File: src/rtl/core/trs_aff_pkg.sv
// Shared widths, constants and pipeline stage types of the TRS-to-affine block.
`default_nettype none

package trs_aff_pkg;

  localparam int QW        = 16;  // quaternion component, Q1.15
  localparam int SW        = 16;  // axis scale, Q8.8
  localparam int PW        = 32;  // position and matrix entry, Q16.16
  localparam int PRODW     = 2 * QW;         // quaternion product, Q.30
  localparam int ENTW      = PRODW + 2;      // rotation entry, Q.30 with headroom
  localparam int MULW      = ENTW + SW;      // scaled entry, Q.38
  localparam int NARROW_SH = 22;             // Q.38 -> Q16.16
  localparam int IN_W      = 4 * QW + 3 * SW + 3 * PW;
  localparam int OUT_W     = 12 * PW;

  typedef logic signed [QW-1:0]    quat_t;
  typedef logic signed [SW-1:0]    scale_t;
  typedef logic signed [PW-1:0]    fix_t;
  typedef logic signed [PRODW-1:0] prod_t;
  typedef logic signed [ENTW-1:0]  ent_t;
  typedef logic signed [MULW-1:0]  mul_t;

  localparam ent_t Q30_ONE  = ENTW'(2 ** 30);
  localparam mul_t RND_HALF = MULW'(2 ** (NARROW_SH - 1));
  localparam mul_t FIX_MAX  = MULW'(2 ** (PW - 1) - 1);
  localparam mul_t FIX_MIN  = -FIX_MAX - MULW'(1);

  // Input item; last field sits in the lowest bits.
  typedef struct packed {
    fix_t   pos_z;
    fix_t   pos_y;
    fix_t   pos_x;
    scale_t scale_z;
    scale_t scale_y;
    scale_t scale_x;
    quat_t  quat_w;
    quat_t  quat_z;
    quat_t  quat_y;
    quat_t  quat_x;
  } in_item_t;

  // Result item; last field sits in the lowest bits.
  typedef struct packed {
    fix_t trans_z;
    fix_t trans_y;
    fix_t trans_x;
    fix_t col2_row2;
    fix_t col2_row1;
    fix_t col2_row0;
    fix_t col1_row2;
    fix_t col1_row1;
    fix_t col1_row0;
    fix_t col0_row2;
    fix_t col0_row1;
    fix_t col0_row0;
  } out_item_t;

  // After the product stage.
  typedef struct packed {
    fix_t   pos_z;
    fix_t   pos_y;
    fix_t   pos_x;
    scale_t scale_z;
    scale_t scale_y;
    scale_t scale_x;
    prod_t  xx;
    prod_t  yy;
    prod_t  zz;
    prod_t  xy;
    prod_t  xz;
    prod_t  yz;
    prod_t  wx;
    prod_t  wy;
    prod_t  wz;
  } s1_t;

  // After the entry stage; ent index is col * 3 + row.
  typedef struct packed {
    fix_t           pos_z;
    fix_t           pos_y;
    fix_t           pos_x;
    scale_t         scale_z;
    scale_t         scale_y;
    scale_t         scale_x;
    ent_t [8:0]     ent;
  } s2_t;

  // After the scale multiply; mul index is col * 3 + row.
  typedef struct packed {
    fix_t           pos_z;
    fix_t           pos_y;
    fix_t           pos_x;
    mul_t [8:0]     mul;
  } s3_t;

endpackage

`default_nettype wire

File: src/rtl/core/trs_aff_rot_entry.sv
// Stage 2: rotation matrix entries in Q.30 from the quaternion products.
`default_nettype none

module trs_aff_rot_entry (
  input  logic             clk,
  input  logic             rst_n,
  input  logic             in_valid,
  output logic             in_ready,
  input  trs_aff_pkg::s1_t in_data,
  output logic             out_valid,
  input  logic             out_ready,
  output trs_aff_pkg::s2_t out_data
);
  import trs_aff_pkg::*;

  logic vld_r;
  s2_t  data_r;
  s2_t  data_nxt;

  // 1 - 2(a + b)
  function automatic ent_t one_minus(input prod_t a, input prod_t b);
    ent_t ea;
    ent_t eb;
    ea = ENTW'(a);
    eb = ENTW'(b);
    return Q30_ONE - ((ea + eb) <<< 1);
  endfunction

  // 2(a + b)
  function automatic ent_t twice_sum(input prod_t a, input prod_t b);
    ent_t ea;
    ent_t eb;
    ea = ENTW'(a);
    eb = ENTW'(b);
    return (ea + eb) <<< 1;
  endfunction

  // 2(a - b)
  function automatic ent_t twice_diff(input prod_t a, input prod_t b);
    ent_t ea;
    ent_t eb;
    ea = ENTW'(a);
    eb = ENTW'(b);
    return (ea - eb) <<< 1;
  endfunction

  always_comb begin
    data_nxt.pos_x   = in_data.pos_x;
    data_nxt.pos_y   = in_data.pos_y;
    data_nxt.pos_z   = in_data.pos_z;
    data_nxt.scale_x = in_data.scale_x;
    data_nxt.scale_y = in_data.scale_y;
    data_nxt.scale_z = in_data.scale_z;
    data_nxt.ent[0]  = one_minus(in_data.yy, in_data.zz);
    data_nxt.ent[1]  = twice_sum(in_data.xy, in_data.wz);
    data_nxt.ent[2]  = twice_diff(in_data.xz, in_data.wy);
    data_nxt.ent[3]  = twice_diff(in_data.xy, in_data.wz);
    data_nxt.ent[4]  = one_minus(in_data.xx, in_data.zz);
    data_nxt.ent[5]  = twice_sum(in_data.yz, in_data.wx);
    data_nxt.ent[6]  = twice_sum(in_data.xz, in_data.wy);
    data_nxt.ent[7]  = twice_diff(in_data.yz, in_data.wx);
    data_nxt.ent[8]  = one_minus(in_data.xx, in_data.yy);
  end

  assign in_ready = !vld_r || out_ready;

  always_ff @(posedge clk) begin
    if (!rst_n) begin
      vld_r <= 1'b0;
    end else if (in_ready) begin
      vld_r <= in_valid;
    end
  end

  always_ff @(posedge clk) begin
    if (in_ready && in_valid) begin
      data_r <= data_nxt;
    end
  end

  assign out_valid = vld_r;
  assign out_data  = data_r;

endmodule

`default_nettype wire

File: config.mk
export PLATFORM = sky130hd
export DESIGN_NAME = trs_aff_rot_entry
export DESIGN_NICKNAME = d
export VERILOG_FILES = /design/src/rtl/core/trs_aff_pkg.sv /design/src/rtl/core/trs_aff_rot_entry.sv
export SDC_FILE = /design/constraint.sdc
export NUM_CORES = 1
export LEC_CHECK = 0
export BUFFER_PORTS_ARGS = -buffer_cell sky130_fd_sc_hd__buf_2
export CORE_AREA = 4 4 341 343
export CTS_CLUSTER_SIZE = 12
export DETAILED_ROUTE_END_ITERATION = 6
export DIE_AREA = 0 0 345 347
export GPL_TIMING_DRIVEN = 0
export PLACE_DENSITY = 0.57
export SYNTH_ARGS = -nofsm -noshare
export SYNTH_HDL_FRONTEND = slang
export SYNTH_SLANG_ARGS = --single-unit
File: constraint.sdc
create_clock -name clk -period 21.4 [get_ports clk]
set_input_delay 4.28 -clock clk [delete_from_list [all_inputs] [get_ports clk]]
set_output_delay 4.28 -clock clk [all_outputs]
set_load 0.01 [all_outputs]
Word level (Yosys, flattened, before mapping)
Cells that the tools add are included.

Add/subtract/negate cells: 12. Reductions and logical operators: 3.

Operator list (count): adder 32 x 32 -> 33 bit (6); subtractor 32 x 34 -> 34 bit (first input constant) (3); subtractor 32 x 32 -> 33 bit (3); logical AND 1 bit (1); zero test 1 bit (1); logical OR 1 bit (1).

Bits in registers: 445. Input port bits: 436. Output and inout port bits: 452. Word-level logic and storage cells: 31.

Depth between registers and ports, before layout
Word-level depth: 3. Mapped depth: 15. Mapped depth without buffers: 14.

Worst setup path before layout
No wires, ideal clock.

Path kind: input to register. Start: in out_ready. End: reg data_r (netlist bit out_data[100]), enable pin. Library setup time: 860 ps. Arrival: 14409 ps. Setup slack: 6131 ps. Stages on the path: 2. Cells stage by stage: nand2b_1 and2_1.

Cells in the longest elaborated chain, start to end: 2.

RTL lines: start: declaration (RTL line trs_aff_rot_entry.sv:11) `input logic out_ready,`; logical OR 1 bit (RTL line trs_aff_rot_entry.sv:65) `assign in_ready = !vld_r || out_ready;`; logical AND 1 bit (RTL line trs_aff_rot_entry.sv:76) `if (in_ready && in_valid) begin`; end signal: assignment (RTL line trs_aff_rot_entry.sv:77) `data_r <= data_nxt;`; end: declaration (RTL line trs_aff_rot_entry.sv:17) `s2_t data_r;`.

Every way passes these cells. A chain may end at the register's enable or synchronous reset.

Worst setup path after layout
Start: in out_ready. End: out in_ready.

Cells in the longest elaborated chain, start to end: 1.

RTL lines: logical OR 1 bit (RTL line trs_aff_rot_entry.sv:65); end: declaration (RTL line trs_aff_rot_entry.sv:8) `output logic in_ready,`.

Every way passes these cells.

==> results.tsv <==
metric	value	unit
status	finished clean	
first_pass_iters	5	
drive_gt1_share	27.0	%
dpl-instance-area	36700	um2
post-place-ws	12160	ps
setup_viol	0	
cts_max_level	2	
yosysTopAreaCell	edfxtp_1	
cts_buffers	55	
synth_simple_gate_area_share	13.6	%
crit_type	in2out	
start_util	26.6	%
worst_slew_pin_slew	1130	ps
grt_max_degree	69	
core	114000	um2
r2r_cells	5	
insertion_delay	650	ps
ys_seq_area_share	43.7	%
hold_viol	0	
min_delay_path_depth	2	
area_growth	28.4	%
synth_flop_cell	edfxtp_1	
grt_use_total	19.2	%
ant_nets	0	
hold_start	out_valid	
fp.dieW	345	um
worstReg2RegEnd	out_data[292]	
synth_common_cells	438 x edfxtp_1, 291 x ha_1, 272 x nor2_1	
port_buffers	878	
power	2.99	mW
rows	124	
gp_congestion	0.929	
synthArstFlopShare	0	%
drc_errors	0	
relSlewSlack	23.6	%
avgViaCountPerCell	4.81	
synth_compound_area_share	16.5	%
yosysTopAreaCellShare	43.6	%
synth_mux_area_share	0.369	%
synth_edf_count	438	
finalMaxSlewViolations	0	
synth_adder_area_share	12.7	%
min_path_type	reg2reg	
postCtsSetupRepairBufs	0	
worstReg2RegStart	out_valid	
cts_resized	0	
fin_crit_sh	43.2	%
syn_area	30200	um2
antenna_found_initial	51	
cts_sinks	439	
avgSynthCellArea	10.3	um2
hold_buffers	0	
peakVddDrop	0.0000621	V
drt_iter0_markers	1771	
rsz0062_at_grt	false	
grt-ovfl-total	0	
clock_path_buffers	3	
clk_pin_slew	50	ps
required	17120	ps
num_vias	26265	
dp_hpwl	102000	um
worst_slack	12150	ps
nets	4616	
clock_skew	11.7	ps
synth_warnings	0	
maxCapViolCount	0	
synthMostInstantiatedCell	edfxtp_1	
drt_wl_total	121000	um
synth_top_family_by_area	compound AO/OA/AOI/OAI gates	
cts_tree	yes	
ys_types	105	
cts_root_buf	clkbuf_16	
synth_xor_area_share	8.97	%
hold_end	out_valid	
synth-seq-cells	439	
pin_count	888	
worst_ep_arrival_time	4970	ps
cp-start-kind	input pin	
power_leakage	16.5	nW
endpoint_kind	output port	
first_global_vias	25443	
dieArea	120000	um2
p_per_area	77.3	nW/um2
synth_area_leaders	edfxtp_1 44%, ha_1 12%, xnor2_1 6.2%, a21oi_1 3.9%, nor2_1 3.4%	
reg2reg_slack	18840	ps
finalCriticalPeriod	9250	ps
grt_pass1_wl	172000	um
tns	0	ps
routedWlPerCell	22.2	um
die_h	347	um
fmax	108	MHz
fin_area	38700	um2
holdWs	873	ps
critPathMaxFanout	3	
netlist_instances	2930	
==> layout by cell type, fill, tap and decap left out, types with 24 or more instances in the layout <==
cell	count
nor2_1	272
or3_1	31
nor3_1	84
nand2_1	136
nor2b_1	36
clkbuf_1	83
ha_1	291
xor2_1	95
inv_1	215
a211oi_1	35
o21a_1	44
diode_2	24
o21ai_0	101
clkbuf_16	55
a21oi_1	233
nand3_1	46
edfxtp_1	438
nand2b_1	46
xnor2_1	214
buf_2	884
o21bai_1	57
a21o_1	70
==> report_power, final <==
| part | total (mW) | internal, mW | switching [mW] |
|---|---|---|---|
| clock network | 1.05 | 0.642 | 0.406 |
| logic | 0.838 | 0.320 | 0.519 |
| registers | 1.11 | 1.08 | 0.0283 |
| total | 2.99 | 2.04 | 0.953 |
==> worst max path at each step <==
stage	from	endpoint	cells after the start
floorplan	out_ready	out_data[100]	2
global placement	out_ready	out_data[281]	3
detailed placement	out_ready	in_ready	3
CTS	out_ready	in_ready	3
global route	out_ready	in_ready	3
finish	out_ready	in_ready	3
==> metal layers <==
layer  routed length (um)  GRT usage (%)
met3                 8500           4.79
met2                59400           33.5
met5                   42              0
met1                47900           22.3
met4                 5590           8.67
==> area by class of cell <==
cell class	instances	area, um2
Antenna cell	24	60.1
Buffer	102	454
Clock buffer	62	1400
Clock inverter	38	597
Fill cell	11752	74800
Inverter	215	807
Multi-Input combinational cell	2182	15800
Sequential cell	439	13200
Tap cell	1512	1890
Timing Repair Buffer	885	4590
==> registers in the layout, indices dropped and copies added (netlist names) <==
signal     count
out_valid      1
out_data     438
==> worst max-delay path, stage by stage <==
cell and delay, ps:
buf_2 90, nand2b_1 330, buf_2 250
==> stage by stage <==
step                      util (%)  std cells
after floorplan                  -       2938
after global placement        32.1       5328
after detailed placement      32.3       5335
after CTS                     34.1       5435
after global routing          34.1       5452
final                         34.1       5459
==> kinds of logic (layout without fill, tap and decap cells) <==
logic type      after synthesis  in the layout
other cells                   1             33
xor+xnor                    309            309
mux                          11             11
fa+ha+maj                   300            300
compound gates              741            741
simple gates                812            812
buf+inv                     317           1302
flops                       439            439
Power figures use the tool's default switching activity.
