===== src/rtl/core/trs_aff_pkg.sv =====
// Shared widths, constants and pipeline stage types of the TRS-to-affine block.
`default_nettype none

package trs_aff_pkg;

  localparam int QW        = 16;  // quaternion component, Q1.15
  localparam int SW        = 16;  // axis scale, Q8.8
  localparam int PW        = 32;  // position and matrix entry, Q16.16
  localparam int PRODW     = 2 * QW;         // quaternion product, Q.30
  localparam int ENTW      = PRODW + 2;      // rotation entry, Q.30 with headroom
  localparam int MULW      = ENTW + SW;      // scaled entry, Q.38
  localparam int NARROW_SH = 22;             // Q.38 -> Q16.16
  localparam int IN_W      = 4 * QW + 3 * SW + 3 * PW;
  localparam int OUT_W     = 12 * PW;

  typedef logic signed [QW-1:0]    quat_t;
  typedef logic signed [SW-1:0]    scale_t;
  typedef logic signed [PW-1:0]    fix_t;
  typedef logic signed [PRODW-1:0] prod_t;
  typedef logic signed [ENTW-1:0]  ent_t;
  typedef logic signed [MULW-1:0]  mul_t;

  localparam ent_t Q30_ONE  = ENTW'(2 ** 30);
  localparam mul_t RND_HALF = MULW'(2 ** (NARROW_SH - 1));
  localparam mul_t FIX_MAX  = MULW'(2 ** (PW - 1) - 1);
  localparam mul_t FIX_MIN  = -FIX_MAX - MULW'(1);

  // Input item; last field sits in the lowest bits.
  typedef struct packed {
    fix_t   pos_z;
    fix_t   pos_y;
    fix_t   pos_x;
    scale_t scale_z;
    scale_t scale_y;
    scale_t scale_x;
    quat_t  quat_w;
    quat_t  quat_z;
    quat_t  quat_y;
    quat_t  quat_x;
  } in_item_t;

  // Result item; last field sits in the lowest bits.
  typedef struct packed {
    fix_t trans_z;
    fix_t trans_y;
    fix_t trans_x;
    fix_t col2_row2;
    fix_t col2_row1;
    fix_t col2_row0;
    fix_t col1_row2;
    fix_t col1_row1;
    fix_t col1_row0;
    fix_t col0_row2;
    fix_t col0_row1;
    fix_t col0_row0;
  } out_item_t;

  // After the product stage.
  typedef struct packed {
    fix_t   pos_z;
    fix_t   pos_y;
    fix_t   pos_x;
    scale_t scale_z;
    scale_t scale_y;
    scale_t scale_x;
    prod_t  xx;
    prod_t  yy;
    prod_t  zz;
    prod_t  xy;
    prod_t  xz;
    prod_t  yz;
    prod_t  wx;
    prod_t  wy;
    prod_t  wz;
  } s1_t;

  // After the entry stage; ent index is col * 3 + row.
  typedef struct packed {
    fix_t           pos_z;
    fix_t           pos_y;
    fix_t           pos_x;
    scale_t         scale_z;
    scale_t         scale_y;
    scale_t         scale_x;
    ent_t [8:0]     ent;
  } s2_t;

  // After the scale multiply; mul index is col * 3 + row.
  typedef struct packed {
    fix_t           pos_z;
    fix_t           pos_y;
    fix_t           pos_x;
    mul_t [8:0]     mul;
  } s3_t;

endpackage

`default_nettype wire


===== src/rtl/core/trs_aff_round_sat.sv =====
// Stage 4: round Q.38 to Q16.16 (half up), saturate, and form the result item.
`default_nettype none

module trs_aff_round_sat (
  input  logic                   clk,
  input  logic                   rst_n,
  input  logic                   in_valid,
  output logic                   in_ready,
  input  trs_aff_pkg::s3_t       in_data,
  output logic                   out_valid,
  input  logic                   out_ready,
  output trs_aff_pkg::out_item_t out_data
);
  import trs_aff_pkg::*;

  logic      vld_r;
  out_item_t data_r;
  out_item_t data_nxt;

  function automatic fix_t round_sat(input mul_t v);
    mul_t sh;
    sh = (v + RND_HALF) >>> NARROW_SH;
    if (sh > FIX_MAX) begin
      return FIX_MAX[PW-1:0];
    end else if (sh < FIX_MIN) begin
      return FIX_MIN[PW-1:0];
    end
    return sh[PW-1:0];
  endfunction

  always_comb begin
    data_nxt.col0_row0 = round_sat(in_data.mul[0]);
    data_nxt.col0_row1 = round_sat(in_data.mul[1]);
    data_nxt.col0_row2 = round_sat(in_data.mul[2]);
    data_nxt.col1_row0 = round_sat(in_data.mul[3]);
    data_nxt.col1_row1 = round_sat(in_data.mul[4]);
    data_nxt.col1_row2 = round_sat(in_data.mul[5]);
    data_nxt.col2_row0 = round_sat(in_data.mul[6]);
    data_nxt.col2_row1 = round_sat(in_data.mul[7]);
    data_nxt.col2_row2 = round_sat(in_data.mul[8]);
    data_nxt.trans_x   = in_data.pos_x;
    data_nxt.trans_y   = in_data.pos_y;
    data_nxt.trans_z   = in_data.pos_z;
  end

  assign in_ready = !vld_r || out_ready;

  always_ff @(posedge clk) begin
    if (!rst_n) begin
      vld_r <= 1'b0;
    end else if (in_ready) begin
      vld_r <= in_valid;
    end
  end

  always_ff @(posedge clk) begin
    if (in_ready && in_valid) begin
      data_r <= data_nxt;
    end
  end

  assign out_valid = vld_r;
  assign out_data  = data_r;

endmodule

`default_nettype wire


===== config.mk =====
export PLATFORM = sky130hd
export DESIGN_NAME = trs_aff_round_sat
export DESIGN_NICKNAME = d
export VERILOG_FILES = /design/src/rtl/core/trs_aff_pkg.sv /design/src/rtl/core/trs_aff_round_sat.sv
export SDC_FILE = /design/constraint.sdc
export NUM_CORES = 1
export LEC_CHECK = 0
export BUFFER_PORTS_ARGS = -buffer_cell sky130_fd_sc_hd__clkbuf_2
export CAP_MARGIN = 15
export CORE_AREA = 2 2 364 366
export CTS_CLUSTER_SIZE = 20
export DETAILED_ROUTE_END_ITERATION = 10
export DIE_AREA = 0 0 366 368
export MAX_ROUTING_LAYER = met4
export SYNTH_ARGS = -nofsm -noshare
export SYNTH_HDL_FRONTEND = slang
export SYNTH_SLANG_ARGS = --single-unit

===== constraint.sdc =====
create_clock -name clk -period 17.25 [get_ports clk]
set_input_delay 0.8625 -clock clk [delete_from_list [all_inputs] [get_ports clk]]
set_output_delay 0.8625 -clock clk [all_outputs]
set_load 0.03 [all_outputs]

# After elaboration in Yosys (flattened, before gate mapping)

Index checks and enable logic that the tools add are counted.

Output and inout bits: 386
Bits in registers: 385

Multiplexer cells: 45
$lt $le $gt $ge: 18
Add/subtract/negate cells: 9
Reduce and logical (&&, ||, !) cells: 3

Operator list:

| cell                   | number |
|---|---|
| $mux 32                | 27 |
| $add 50x23->50 const B | 9 |
| $gt 28x32->1 const B   | 9 |
| $lt 28x32->1 const B   | 9 |
| $mux 1                 | 18 |
| $logic_and 1x1->1      | 1 |
| $logic_not 1->1        | 1 |
| $logic_or 1x1->1       | 1 |

# Longest topological paths before layout

Gate-level depths: netlist (run 1).

Depth after elaboration: 5
Depth in mapped cells: 6
Depth with buffers taken out: 5

# Worst setup path before layout (run 1)

OpenSTA, ideal clock, no wires.

Path kind: input-to-reg
Start point: input port out_ready
End point: register data_r (netlist bit out_data[0]), enable pin
Arrival time: 9.304 ns
Stages on the path: 2
Slack: 7.183 ns
Required time: 16.487 ns
Path through: nand2b_1 > and2_1

Cells in the longest elaborated chain, start to end: 2

Ends and longest elaborated chain:

| element                | RTL line                | RTL |
|---|---|---|
| start: declaration     | trs_aff_round_sat.sv:11 | `input logic out_ready,` |
| $logic_or 1x1->1       | trs_aff_round_sat.sv:46 | `assign in_ready = !vld_r \|\| out_ready;` |
| $logic_and 1x1->1      | trs_aff_round_sat.sv:57 | `if (in_ready && in_valid) begin` |
| end signal: assignment | trs_aff_round_sat.sv:58 | `data_r <= data_nxt;` |
| end: declaration       | trs_aff_round_sat.sv:17 | `out_item_t data_r;` |

No other way between the ends.
A chain may end at the register's enable or synchronous reset.

# Worst setup path after layout (run 1)

Start point: input port out_ready
End point: register data_r (netlist bit out_data[231]), enable pin

The elaborated chain is that of the path after synthesis.

==> summary.txt, run 1 <==
Clocking
  • Sink Count: 358
  • Setup Fix Bufs, Post-CTS: 0
  • H-tree Lvls: 2
  • Reg clk slew, reported paths: 0.06 ns
  • Root buffer selected by CTS: clkbuf_16
  • PostCTS Resize Cnt: 0
  • CTS tree: done
  • Total CTS buffers: 48
  • Clk_lat worst skew: 0.63 ns
  • Clock buffer depth: 3
  • Post-CTS Hold Buffers: 0

Floorplan
  • IO Pins: 936
  • Die area: 0.135 sq mm
  • Die H: 368 um
  • Initial Util: 12.0%
  • Die X: 366 um
  • Core area: 0.131 sq mm
  • Number of core rows: 133

Cells and area
  • Area added between synthesis and finish: 47.9%
  • Fin nets: 2,419
  • Most frequent cells in the layout: clkbuf_2 (746), edfxtp_1 (357), xnor2_1 (171)
  • Commonest non-fill, non-tap cell in the layout: clkbuf_2
  • Layout cells sized above 1: 44.9%
  • Core Util, Final: 17.7%

Critical path
  • CP required: 17.49 ns
  • Startpoint Class: input pin
  • Flop-to-flop setup slack: 13.84 ns
  • Crit Path Category: in2reg
  • Worst path arrival time: 3.70 ns
  • CP Capture Type: flop
  • CP Max Fanout: 73

Timing
  • RSZ-0062 raised after global routing: false
  • Final Hold Vio Count: 0
  • Slew HR: 34.4%
  • Tmin final: 3.46 ns
  • Period utilisation layout: 20.1%
  • TNS Setup: 0 ns
  • Least-Margin Pin Slew: 0.976 ns
  • Skew final: 0.0391 ns
  • Max Slew Vio Count: 0
  • Maximum clock frequency: 0.289 GHz
  • Final setup viols: 0

Synth
  • Syn nets: 1,648
  • Yosys warns: 0
  • Area of the mapped netlist: 0.0157 sq mm
  • Distinct cells, synth: 31
  • Syn_area_per_cell: 14.4 sq um
  • Seq cells post-synth: 358
  • Mapped Cells: 1,089
  • Seq/Total Area, Yosys: 68.4%

Power
  • Maximum vdd drop: 77.2 uV
  • PwrDens: 105 mW/mm^2
  • Leak: 0.00906 uW

Detailed routing
  • Pre-antenna DRT Iters: 5
  • DRC: 0
  • 1st-iter DRT viols: 812
  • Via count: 12,600
  • Vias per Instance: 3.41
  • Routed Antenna Nets: 0
  • DRT Wirelength: 79.9 mm
  • Routed WL per cell: 21.7 um

Global route
  • Global-route wire length before repair: 104 mm
  • Largest net degree at the start of global routing: 74
  • Vias in the first global route: 12,500
  • GRT Util Overall: 11.7%
  • Grt ovf: 0
  • Initial antenna violation count: 50

Place
  • RePlAce Congestion: 0.895
  • DP HPWL: 67.3 mm
  • IO Port Bufs: 746

Run status
  • Status: completed

Min path
  • Hold WC Path Type: in2reg

Flow run
  • Max Cap Viol: 0
==> layer usage <==
metal,vias up,global-route usage [%],routed length (um)
met4,0,3.85,2380
met2,700,16.2,32500
met3,82,5.75,10700
li1,5656,-,-
met5,-,-,0
met1,6120,14.7,34200
==> cell families after synthesis <==
logic type	Yosys count	share of synthesized area (%)
xor+xnor	252	14.1
flops	358	68.4
buf+inv	55	2.02
simple gates	414	14.7
compound gates	1	0.0478
fa+ha+maj	9	0.717
==> registers in the layout, indices dropped and copies added, names as in the netlist <==
name	cells
out_valid	1
out_data	357
==> worst max-delay path: stages <==
cell and delay (ns):
clkbuf_2 0.07, nand2b_1 0.12, and2_4 0.33, buf_4 0.71
buf_4 0.57, buf_4 0.80
==> stage by stage <==
stage / cells / area [sq um] / total power [uW] / hold slack [ns] / worst slack [ns]
6_report: 3686 / 23200 / 2430 / 0.411 / 13.79
5_1_grt: 3678 / 23200 / 2530 / 0.355 / 13.59
4_1_cts: 3655 / 23100 / 2480 / 0.328 / 13.84
3_5_place_dp: 3565 / 21500 / 1400 / 0.537 / 13.14
3_3_place_gp: 3565 / 21500 / 1390 / 0.533 / 13.18
2_1_floorplan: 1089 / 15700 / 1250 / 0.885 / 7.18
==> cells in the mapped netlist <==
cell type | n | area share (%)
edfxtp_1 | 357 | 68
xnor2_1 | 171 | 9.5
nand3_1 | 103 | 3.3
xor2_1 | 81 | 4.5
nand2_1 | 71 | 1.7
nand4_1 | 66 | 2.6
and3_1 | 39 | 1.6
nor2_1 | 35 | 0.84
nor3_1 | 34 | 1.1
buf_4 | 27 | 1.3
and4_1 | 19 | 1.1
inv_1 | 16 | 0.38
nor4_1 | 13 | 0.52
and2_1 | 9 | 0.36
clkbuf_1 | 9 | 0.22
ha_1 | 9 | 0.72
nor3_2 | 5 | 0.32
and3_2 | 4 | 0.19
nor4_2 | 4 | 0.32
or3_1 | 3 | 0.12
buf_2 | 2 | 0.064
nor4_4 | 2 | 0.27
or4_1 | 2 | 0.096
a21boi_0 | 1 | 0.048
buf_6 | 1 | 0.072
dfxtp_1 | 1 | 0.13
nand2b_1 | 1 | 0.040
nand4_2 | 1 | 0.080
nand4b_1 | 1 | 0.056
nor4b_4 | 1 | 0.15
or4_4 | 1 | 0.072
==> worst paths after layout <==
path	startpoint	to	cells after the start
hold reg to reg	out_valid	out_valid	2
hold / removal	in_data[512]	out_data[350]	1
setup / recovery	out_ready	out_data[231]	6
setup reg to reg	out_valid	out_data[231]	5
==> power by group <==
group	leakage [uW]	internal, uW	switching (uW)	total [uW]
logic	0.00480	89.1	241	331
registers	0.00346	1020	19.4	1040
clock network	0.000799	635	423	1060
==> layout make-up <==
type / count / area (sq um)
Sequential cell: 358 / 10700
Antenna cell: 31 / 77.6
Timing Repair Buffer: 760 / 3840
Tap cell: 1755 / 2200
Multi-Input combinational cell: 676 / 4650
Inverter: 16 / 60.1
Clock inverter: 33 / 370
Fill cell: 14500 / 108000
Clock buffer: 57 / 1280
Power figures use the tool's default switching activity.
==> run 2, diff against run 1 <==
Settings changed: ABC_AREA set to 1, CORE_AREA 2 2 364 366 to 2 2 363 365, DIE_AREA 0 0 366 368 to 0 0 365 367.
Clock period 17.25 ns to 3.3 ns, I/O delays scaled along.
==> run 2 against run 1 <==
Against the previous run:
- clock power increased to 5.5 times the previous value
- cell count increased by 33%
- synthesized area increased by 16%
- utilization up 5.0 points
- global-route usage up 1.7 points
- sequential share of layout area is 10 points lower
- sequential power rose to 5.3 times the previous value
==> summary.txt, run 2 <==
Synth
  • Post-synth EDFFs: 357 (unchanged)
  • Synth top area share: 58.8% (was 68.3%)
  • Area of the mapped netlist: 0.0182 sq mm (was 0.0157 sq mm)
  • Seq/Total Area, Yosys: 58.9% (was 68.4%)
  • Syn nets: 2,474 (was 1,648)
  • Seq cells post-synth: 358 (unchanged)
  • Yosys warns: 0 (unchanged)
  • Ranking of synthesized cells by area: edfxtp_1 (59%), nand2_1 (13%), nor2_1 (5.5%) (was edfxtp_1 (68%), xnor2_1 (9.5%), xor2_1 (4.5%))
  • Syn_area_per_cell: 9.52 sq um (was 14.4 sq um)
  • Area leader, netlist: edfxtp_1 (unchanged)
  • Fraction of registers with async set/reset: 0% (unchanged)
  • Predominant post-synthesis flop cell: edfxtp_1 (unchanged)
  • Top-count cell post-synth: nand2_1 (was edfxtp_1)
  • Mapped Cells: 1,915 (was 1,089)
  • Distinct cells, synth: 24 (was 31)
  • Post-synth top cells: nand2_1 (652), edfxtp_1 (357), nor2_1 (268) (was edfxtp_1 (357), xnor2_1 (171), nand3_1 (103))

Timing
  • Final setup viols: 0 (unchanged)
  • Slew HR: 46.9% (was 34.4%)
  • TNS Setup: 0 ns (unchanged)
  • Final Hold Vio Count: 0 (unchanged)
  • Period utilisation layout: 57.3%
  • Worst Setup Slack, final: 1.41 ns (was 13.79 ns)
  • RSZ-0062 raised after global routing: false (unchanged)
  • Least-Margin Pin Slew: 0.796 ns (was 0.976 ns)
  • Max Slew Vio Count: 0 (unchanged)
  • Tmin final: 1.89 ns
  • Maximum clock frequency: 0.529 GHz
  • Skew final: 0.0165 ns (was 0.0391 ns)

Place
  • IO Port Bufs: 746 (unchanged)
  • Inst Count DP: 4,399 (was 3,565)
  • RePlAce Congestion: 0.932 (was 0.895)
  • Worst setup slack after placement: 1.40 ns (was 13.14 ns)
  • DP HPWL: 73.2 mm (was 67.3 mm)

Min path
  • Hold depth: 3 (was 1)
  • Hold WC Path Type: in2reg (unchanged)
  • WHS Endpoint: out_data[244] (was out_data[350])
  • Hold_sp: in_data[392] (was in_data[512])

Global route
  • Global-route wire length before repair: 124 mm (was 104 mm)
  • GRT Util Overall: 13.4% (was 11.7%)
  • Grt ovf: 0 (unchanged)
  • Largest net degree at the start of global routing: 111 (was 74)
  • Initial antenna violation count: 37 (was 50)
  • Vias in the first global route: 17,800 (was 12,500)

Clocking
  • Root buffer selected by CTS: clkbuf_16 (unchanged)
  • Clock buffer depth: 3 (unchanged)
  • Setup Fix Bufs, Post-CTS: 0 (unchanged)
  • PostCTS Resize Cnt: 0 (unchanged)
  • Clk_lat worst skew: 0.62 ns (was 0.63 ns)
  • Reg clk slew, reported paths: 0.06 ns (about the same)
  • H-tree Lvls: 2 (unchanged)
  • Sink Count: 358 (unchanged)
  • CTS tree: done (unchanged)
  • Post-CTS Hold Buffers: 373 (was 0)
  • Total CTS buffers: 50 (was 48)

Floorplan
  • Die area: 0.134 sq mm (was 0.135 sq mm)
  • Die X: 365 um (was 366 um)
  • Core area: 0.130 sq mm (was 0.131 sq mm)
  • Die H: 367 um (was 368 um)
  • IO Pins: 936 (unchanged)
  • Number of core rows: 133 (unchanged)
  • Initial Util: 14.0% (was 12.0%)

Cells and area
  • Seq. cell area: 0.0107 sq mm (about the same)
  • Fill cell count: 14,200 (was 14,500)
  • Max reg flops: 357 (unchanged)
  • Layout cells sized above 1: 29.7% (was 44.9%)
  • Fin cells: 4,893 (was 3,686)
  • Fin nets: 3,628 (was 2,419)
  • Core Util, Final: 22.7% (was 17.7%)
  • Commonest non-fill, non-tap cell in the layout: clkbuf_2 (unchanged)
  • Most frequent cells in the layout: clkbuf_2 (746), nand2_1 (652), dlygate4sd3_1 (373) (was clkbuf_2 (746), edfxtp_1 (357), xnor2_1 (171))
  • Area of the multi-input gates: 0.00651 sq mm (was 0.00465 sq mm)
  • Area added between synthesis and finish: 62.6% (was 47.9%)

Detailed routing
  • Via count: 17,600 (was 12,600)
  • Vias per Instance: 3.60 (was 3.41)
  • Routed WL per cell: 18.5 um (was 21.7 um)
  • Pre-antenna DRT Iters: 5 (unchanged)
  • 1st-iter DRT viols: 1,090 (was 812)
  • Routed Antenna Nets: 0 (unchanged)
  • DRT Wirelength: 90.4 mm (was 79.9 mm)
  • DRC: 0 (unchanged)

Power
  • Sequential share of power: 40.0% (was 42.9%)
  • Internal Power: 9650 uW (was 1750 uW)
  • Leak: 0.0129 uW (was 0.00906 uW)
  • NetSw: 4010 uW (was 683 uW)
  • Clock share of power: 43.0% (was 43.5%)
  • Sw Share: 29.4% (was 28.1%)
  • Maximum vdd drop: 366 uV (was 77.2 uV)
  • PwrDens: 461 mW/mm^2 (was 105 mW/mm^2)
  • Total Power: 13,700 uW (was 2430 uW)
  • Gate power share: 17.1% (was 13.6%)

Critical path
  • RR Startpoint: out_valid (unchanged)
  • Worst path arrival time: 2.31 ns (was 3.70 ns)
  • CP Max Fanout: 4 (was 73)
  • Startpoint Class: input pin (unchanged)
  • Crit path largest cell delay: 0.63 ns (was 0.80 ns)
  • CP most frequent cell: nand2_1 (was buf_4)
  • Delay-heaviest family, CP: simple AND/OR/NAND/NOR gates (was buffers and inverters)
  • Crit Path Category: in2reg (unchanged)
  • Cells along the critical path: dlygate4sd3_1, clkbuf_2, nand2_1, nor2_1, nand2_1, nor2_2, xor2_1 (was clkbuf_2, nand2b_1, and2_4, buf_4, buf_4, buf_4)
  • Terminus of the critical flop-to-flop path: out_data[313] (was out_data[231])
  • Cell with the largest stage delay on the worst path: dlygate4sd3_1 (was buf_4)
  • Flop-to-flop setup slack: 1.48 ns (was 13.84 ns)
  • Worst r2r path cells: 2 (was 5)
  • CP Capture Type: flop (unchanged)
  • WP buf/inv: 2 (was 4)
  • CP required: 3.72 ns (was 17.49 ns)

Run status
  • Status: completed (unchanged)

Flow run
  • Max Cap Viol: 0 (unchanged)
run 2: cell count changes in the layout (fill, tap and decap cells not counted), sizes merged, moves of 54 or more:
cell / before / now
dlygate4sd3: 0 / 373
nand3b: 0 / 58
nand4: 67 / 13
xnor2: 171 / 42
nor2: 35 / 330
nand2: 71 / 670
inv: 20 / 215
run 2: worst max path at each step:
stage | slack, ns | cells past startpoint | to | from
2_1_floorplan | -3.37 | 1 | out_data[0] | out_valid
3_5_place_dp | 1.40 | 6 | out_data[20] | in_data[23]
6_report | 1.41 | 7 | out_data[13] | in_data[32]
3_3_place_gp | 1.41 | 6 | out_data[20] | in_data[23]
4_1_cts | 1.43 | 1 | out_data[251] | out_data[254]
5_1_grt | 1.37 | 9 | out_data[21] | in_data[32]
run 2: final cells by class:
class	instances	area share, %
tap	1755	7.41
antenna	30	0.253
multi-input combinational	1322	22.0
clock inverter	36	1.56
timing repair buffer	1129	25.6
clock buffer	55	4.29
inverter	208	2.63
sequential	358	36.3
run 2: power groups by stage:
stage | clock network (uW) | logic (uW) | registers, uW
after detailed placement | 0 | 1940 | 5550
after global placement | 0 | 1940 | 5550
after floorplan | 0 | 475 | 6120
after CTS | 6100 | 2340 | 5460
after global routing | 6230 | 2490 | 5480
final | 5870 | 2330 | 5460
run 2: cells by family after synthesis:
family	after synthesis	share of synthesized area, %
DFF	358	58.9
xor gates and xnor gates	131	6.30
AOI/OAI and AO/OA	13	0.398
and+or+nand+nor	1169	28.4
adders and majority gates	9	0.618
buffers and inverters	235	5.40
run 2: per-layer routing:
| layer | routed length (um) | track usage (%) | part of all wire, % | vias to the layer above |
|---|---|---|---|---|
| li1 | - | - | - | 8509 |
| met1 | 38500 | 16.2 | 43 | 8129 |
| met2 | 38300 | 19.8 | 42 | 835 |
| met3 | 9980 | 5.40 | 11 | 118 |
| met4 | 3610 | 5.01 | 4.0 | 0 |
| met5 | 0 | - | 0 | - |
run 2: worst min-delay path, stage by stage:
cell	delay, ns
clkbuf_2	0.15
o21ai_0	0.10
nand2_1	0.13
run 2: stage by stage:
step	cell area, sq um	hold slack, ns
6_report	29600	0.0622
5_1_grt	29600	0.0311
4_1_cts	29600	0.000176
3_5_place_dp	24100	0.344
3_3_place_gp	24100	0.342
2_1_floorplan	18200	0.264
==> run 3, diff against run 2 <==
Settings changed: CORE_AREA 2 2 363 365 to 2 2 369 371, DIE_AREA 0 0 365 367 to 0 0 371 373.
Clock period 3.3 ns to 1.7 ns, I/O delays scaled along.
==> run 3 against run 2 <==
Against the previous run:
- sequential share of layout area decreased by 1.5 points
- non-clock buffer count increased by 121
- register-to-register slack got worse by 1.3 ns
- clock skew increased by 0.019 ns
- critical endpoint is now out_data[241]
- the flow now finishes with violations (setup timing)
- critical path type unchanged
- critical path depth increased by 3
- power increased by 90%
- wire length increased by 1.9%
==> summary.txt, run 3 (synthesis results as in run 2) <==
Floorplan
  • Die X: 371 um (was 365 um)
  • Die area: 0.138 sq mm (was 0.134 sq mm)
  • IO Pins: 936 (unchanged)
  • Die H: 373 um (was 367 um)
  • Number of core rows: 135 (was 133)
  • Core area: 0.135 sq mm (was 0.130 sq mm)
  • Initial Util: 13.5% (was 14.0%)

Cells and area
  • Max reg flops: 357 (unchanged)
  • Most frequent cells in the layout: clkbuf_2 (733), nand2_1 (645), dlygate4sd3_1 (415) (was clkbuf_2 (746), nand2_1 (652), dlygate4sd3_1 (373))
  • Layout cells sized above 1: 31.7% (was 29.7%)
  • Fin nets: 3,748 (was 3,628)
  • Core Util, Final: 23.0% (was 22.7%)
  • Fill cell count: 14,500 (was 14,200)
  • Area added between synthesis and finish: 69.8% (was 62.6%)
  • Fin cells: 5,032 (was 4,893)
  • Commonest non-fill, non-tap cell in the layout: clkbuf_2 (unchanged)

Clocking
  • Sink Count: 358 (unchanged)
  • H-tree Lvls: 2 (unchanged)
  • Root buffer selected by CTS: clkbuf_16 (unchanged)
  • Reg clk slew, reported paths: 0.06 ns (about the same)
  • Clk_lat worst skew: 0.63 ns (was 0.62 ns)
  • Total CTS buffers: 49 (was 50)
  • CTS tree: done (unchanged)
  • Clock buffer depth: 3 (unchanged)

Detailed routing
  • 1st-iter DRT viols: 964 (was 1,090)
  • DRT Wirelength: 92.2 mm (was 90.4 mm)
  • Via count: 18,200 (was 17,600)
  • DRC: 0 (unchanged)
  • Routed WL per cell: 18.3 um (was 18.5 um)
  • Pre-antenna DRT Iters: 5 (unchanged)
  • Routed Antenna Nets: 0 (unchanged)
  • Vias per Instance: 3.62 (was 3.60)

Global route
  • Global-route wire length before repair: 127 mm (was 124 mm)
  • Largest net degree at the start of global routing: 44 (was 111)
  • Grt ovf: 0 (unchanged)
  • GRT Util Overall: 13.2% (was 13.4%)
  • Vias in the first global route: 18,500 (was 17,800)
  • Initial antenna violation count: 25 (was 37)

Timing
  • Skew final: 0.0352 ns (was 0.0165 ns)
  • Slew HR: 68.0% (was 46.9%)
  • Final Hold Vio Count: 0 (unchanged)
  • Max Slew Vio Count: 0 (unchanged)
  • Least-Margin Pin Slew: 0.479 ns (was 0.796 ns)
  • Maximum clock frequency: 0.587 GHz
  • Worst Setup Slack, final: -0.00414 ns (was 1.41 ns)
  • Final setup viols: 1 (was 0)
  • TNS Setup: -0.00414 ns (was 0 ns)
  • Tmin final: 1.70 ns
  • Period utilisation layout: 100%
  • RSZ-0062 raised after global routing: true (was false)

Place
  • IO Port Bufs: 746 (unchanged)
  • DP HPWL: 73.6 mm (was 73.2 mm)
  • Worst setup slack after placement: -0.0878 ns (was 1.40 ns)
  • RePlAce Congestion: 0.916 (was 0.932)
  • Inst Count DP: 4,468 (was 4,399)

Power
  • Maximum vdd drop: 793 uV (was 366 uV)
  • Total Power: 25,900 uW (was 13,700 uW)
  • PwrDens: 838 mW/mm^2 (was 461 mW/mm^2)
  • Leak: 0.0136 uW (was 0.0129 uW)

Min path
  • Hold WC Path Type: in2reg (unchanged)

Run status
  • Status: finished, violations left (was completed)
  • Failing checks: setup timing

Critical path
  • CP Max Fanout: 4 (unchanged)
  • Crit Path Category: in2reg (unchanged)
  • Startpoint Class: input pin (unchanged)
  • CP Capture Type: flop (unchanged)
  • Worst path arrival time: 2.07 ns (was 2.31 ns)
  • CP required: 2.07 ns (was 3.72 ns)

Flow run
  • Max Cap Viol: 0 (unchanged)
-- run 3: cell types whose count changed in the layout (fill, tap and decap cells not counted), sizes merged --
| cell | change |
|---|---|
| dlygate4sd3 | +42 |
| dlymetal6s4s | +14 |
| inv | -2 |
| buf | +77 |
| clkinv | +6 |
| clkbuf | -10 |
| bufinv | -5 |
| diode | -9 |
-- run 3: power breakdown --
group | total (uW) | internal [uW] | switching [uW]
clock | 10500 | 6040 | 4470
combinational | 4770 | 1760 | 3010
sequential | 10600 | 10400 | 255
-- run 3: what timing repair did --
item | 4_1_cts | 5_1_grt
setup endpoints to repair | 8 | 30
pin swaps | 0 | 23
hold buffers | 430 | 0
endpoints found under the hold margin | 356 | 0
gates resized for setup | 0 | 100
buffers inserted | 2 | 20
-- run 3: metal layers --
layer  share of wire (%)  global-route usage [%]
met1                  42                    15.5
met2                  45                    20.9
met3                  10                    4.63
met4                 3.5                    4.61
met5                   0                       -
-- run 3: area by class of cell --
cell class | instances | area (sq um) | area share (%)
Sequential cell | 358 | 10700 | 34.7
Tap cell | 1781 | 2230 | 7.20
Inverter | 208 | 781 | 2.52
Clock buffer | 57 | 1280 | 4.13
Clock inverter | 35 | 328 | 1.06
Antenna cell | 21 | 52.6 | 0.170
Multi-Input combinational cell | 1322 | 6750 | 21.8
Timing Repair Buffer | 1250 | 8780 | 28.4
-- run 3: stage by stage --
step,hold WS [ns],instance area [sq um]
global route,-0.000291,30900
detailed placement,0.264,24500
CTS,0.00291,30500
global placement,0.261,24500
finish,0.0381,30900
floorplan,0.184,18200
-- run 3: worst paths after layout --
kind,depth (start not counted),slack [ns],from,to
min reg2reg,2,0.81,out_valid,out_data[346]
max reg2reg,3,0.18,out_valid,out_data[1]
max,10,-0.004,in_data[373],out_data[241]
min,5,0.04,in_data[272],out_data[166]
-- run 3: critical path, cell delays in order --
cell           delay [ns]
dlygate4sd3_1        0.54
clkbuf_2             0.15
nand2_1              0.09
nor2_4               0.17
nand2_4              0.12
nor2_4               0.16
nand3_1              0.08
nand2_1              0.07
dlygate4sd3_1        0.55
nand2_1              0.06
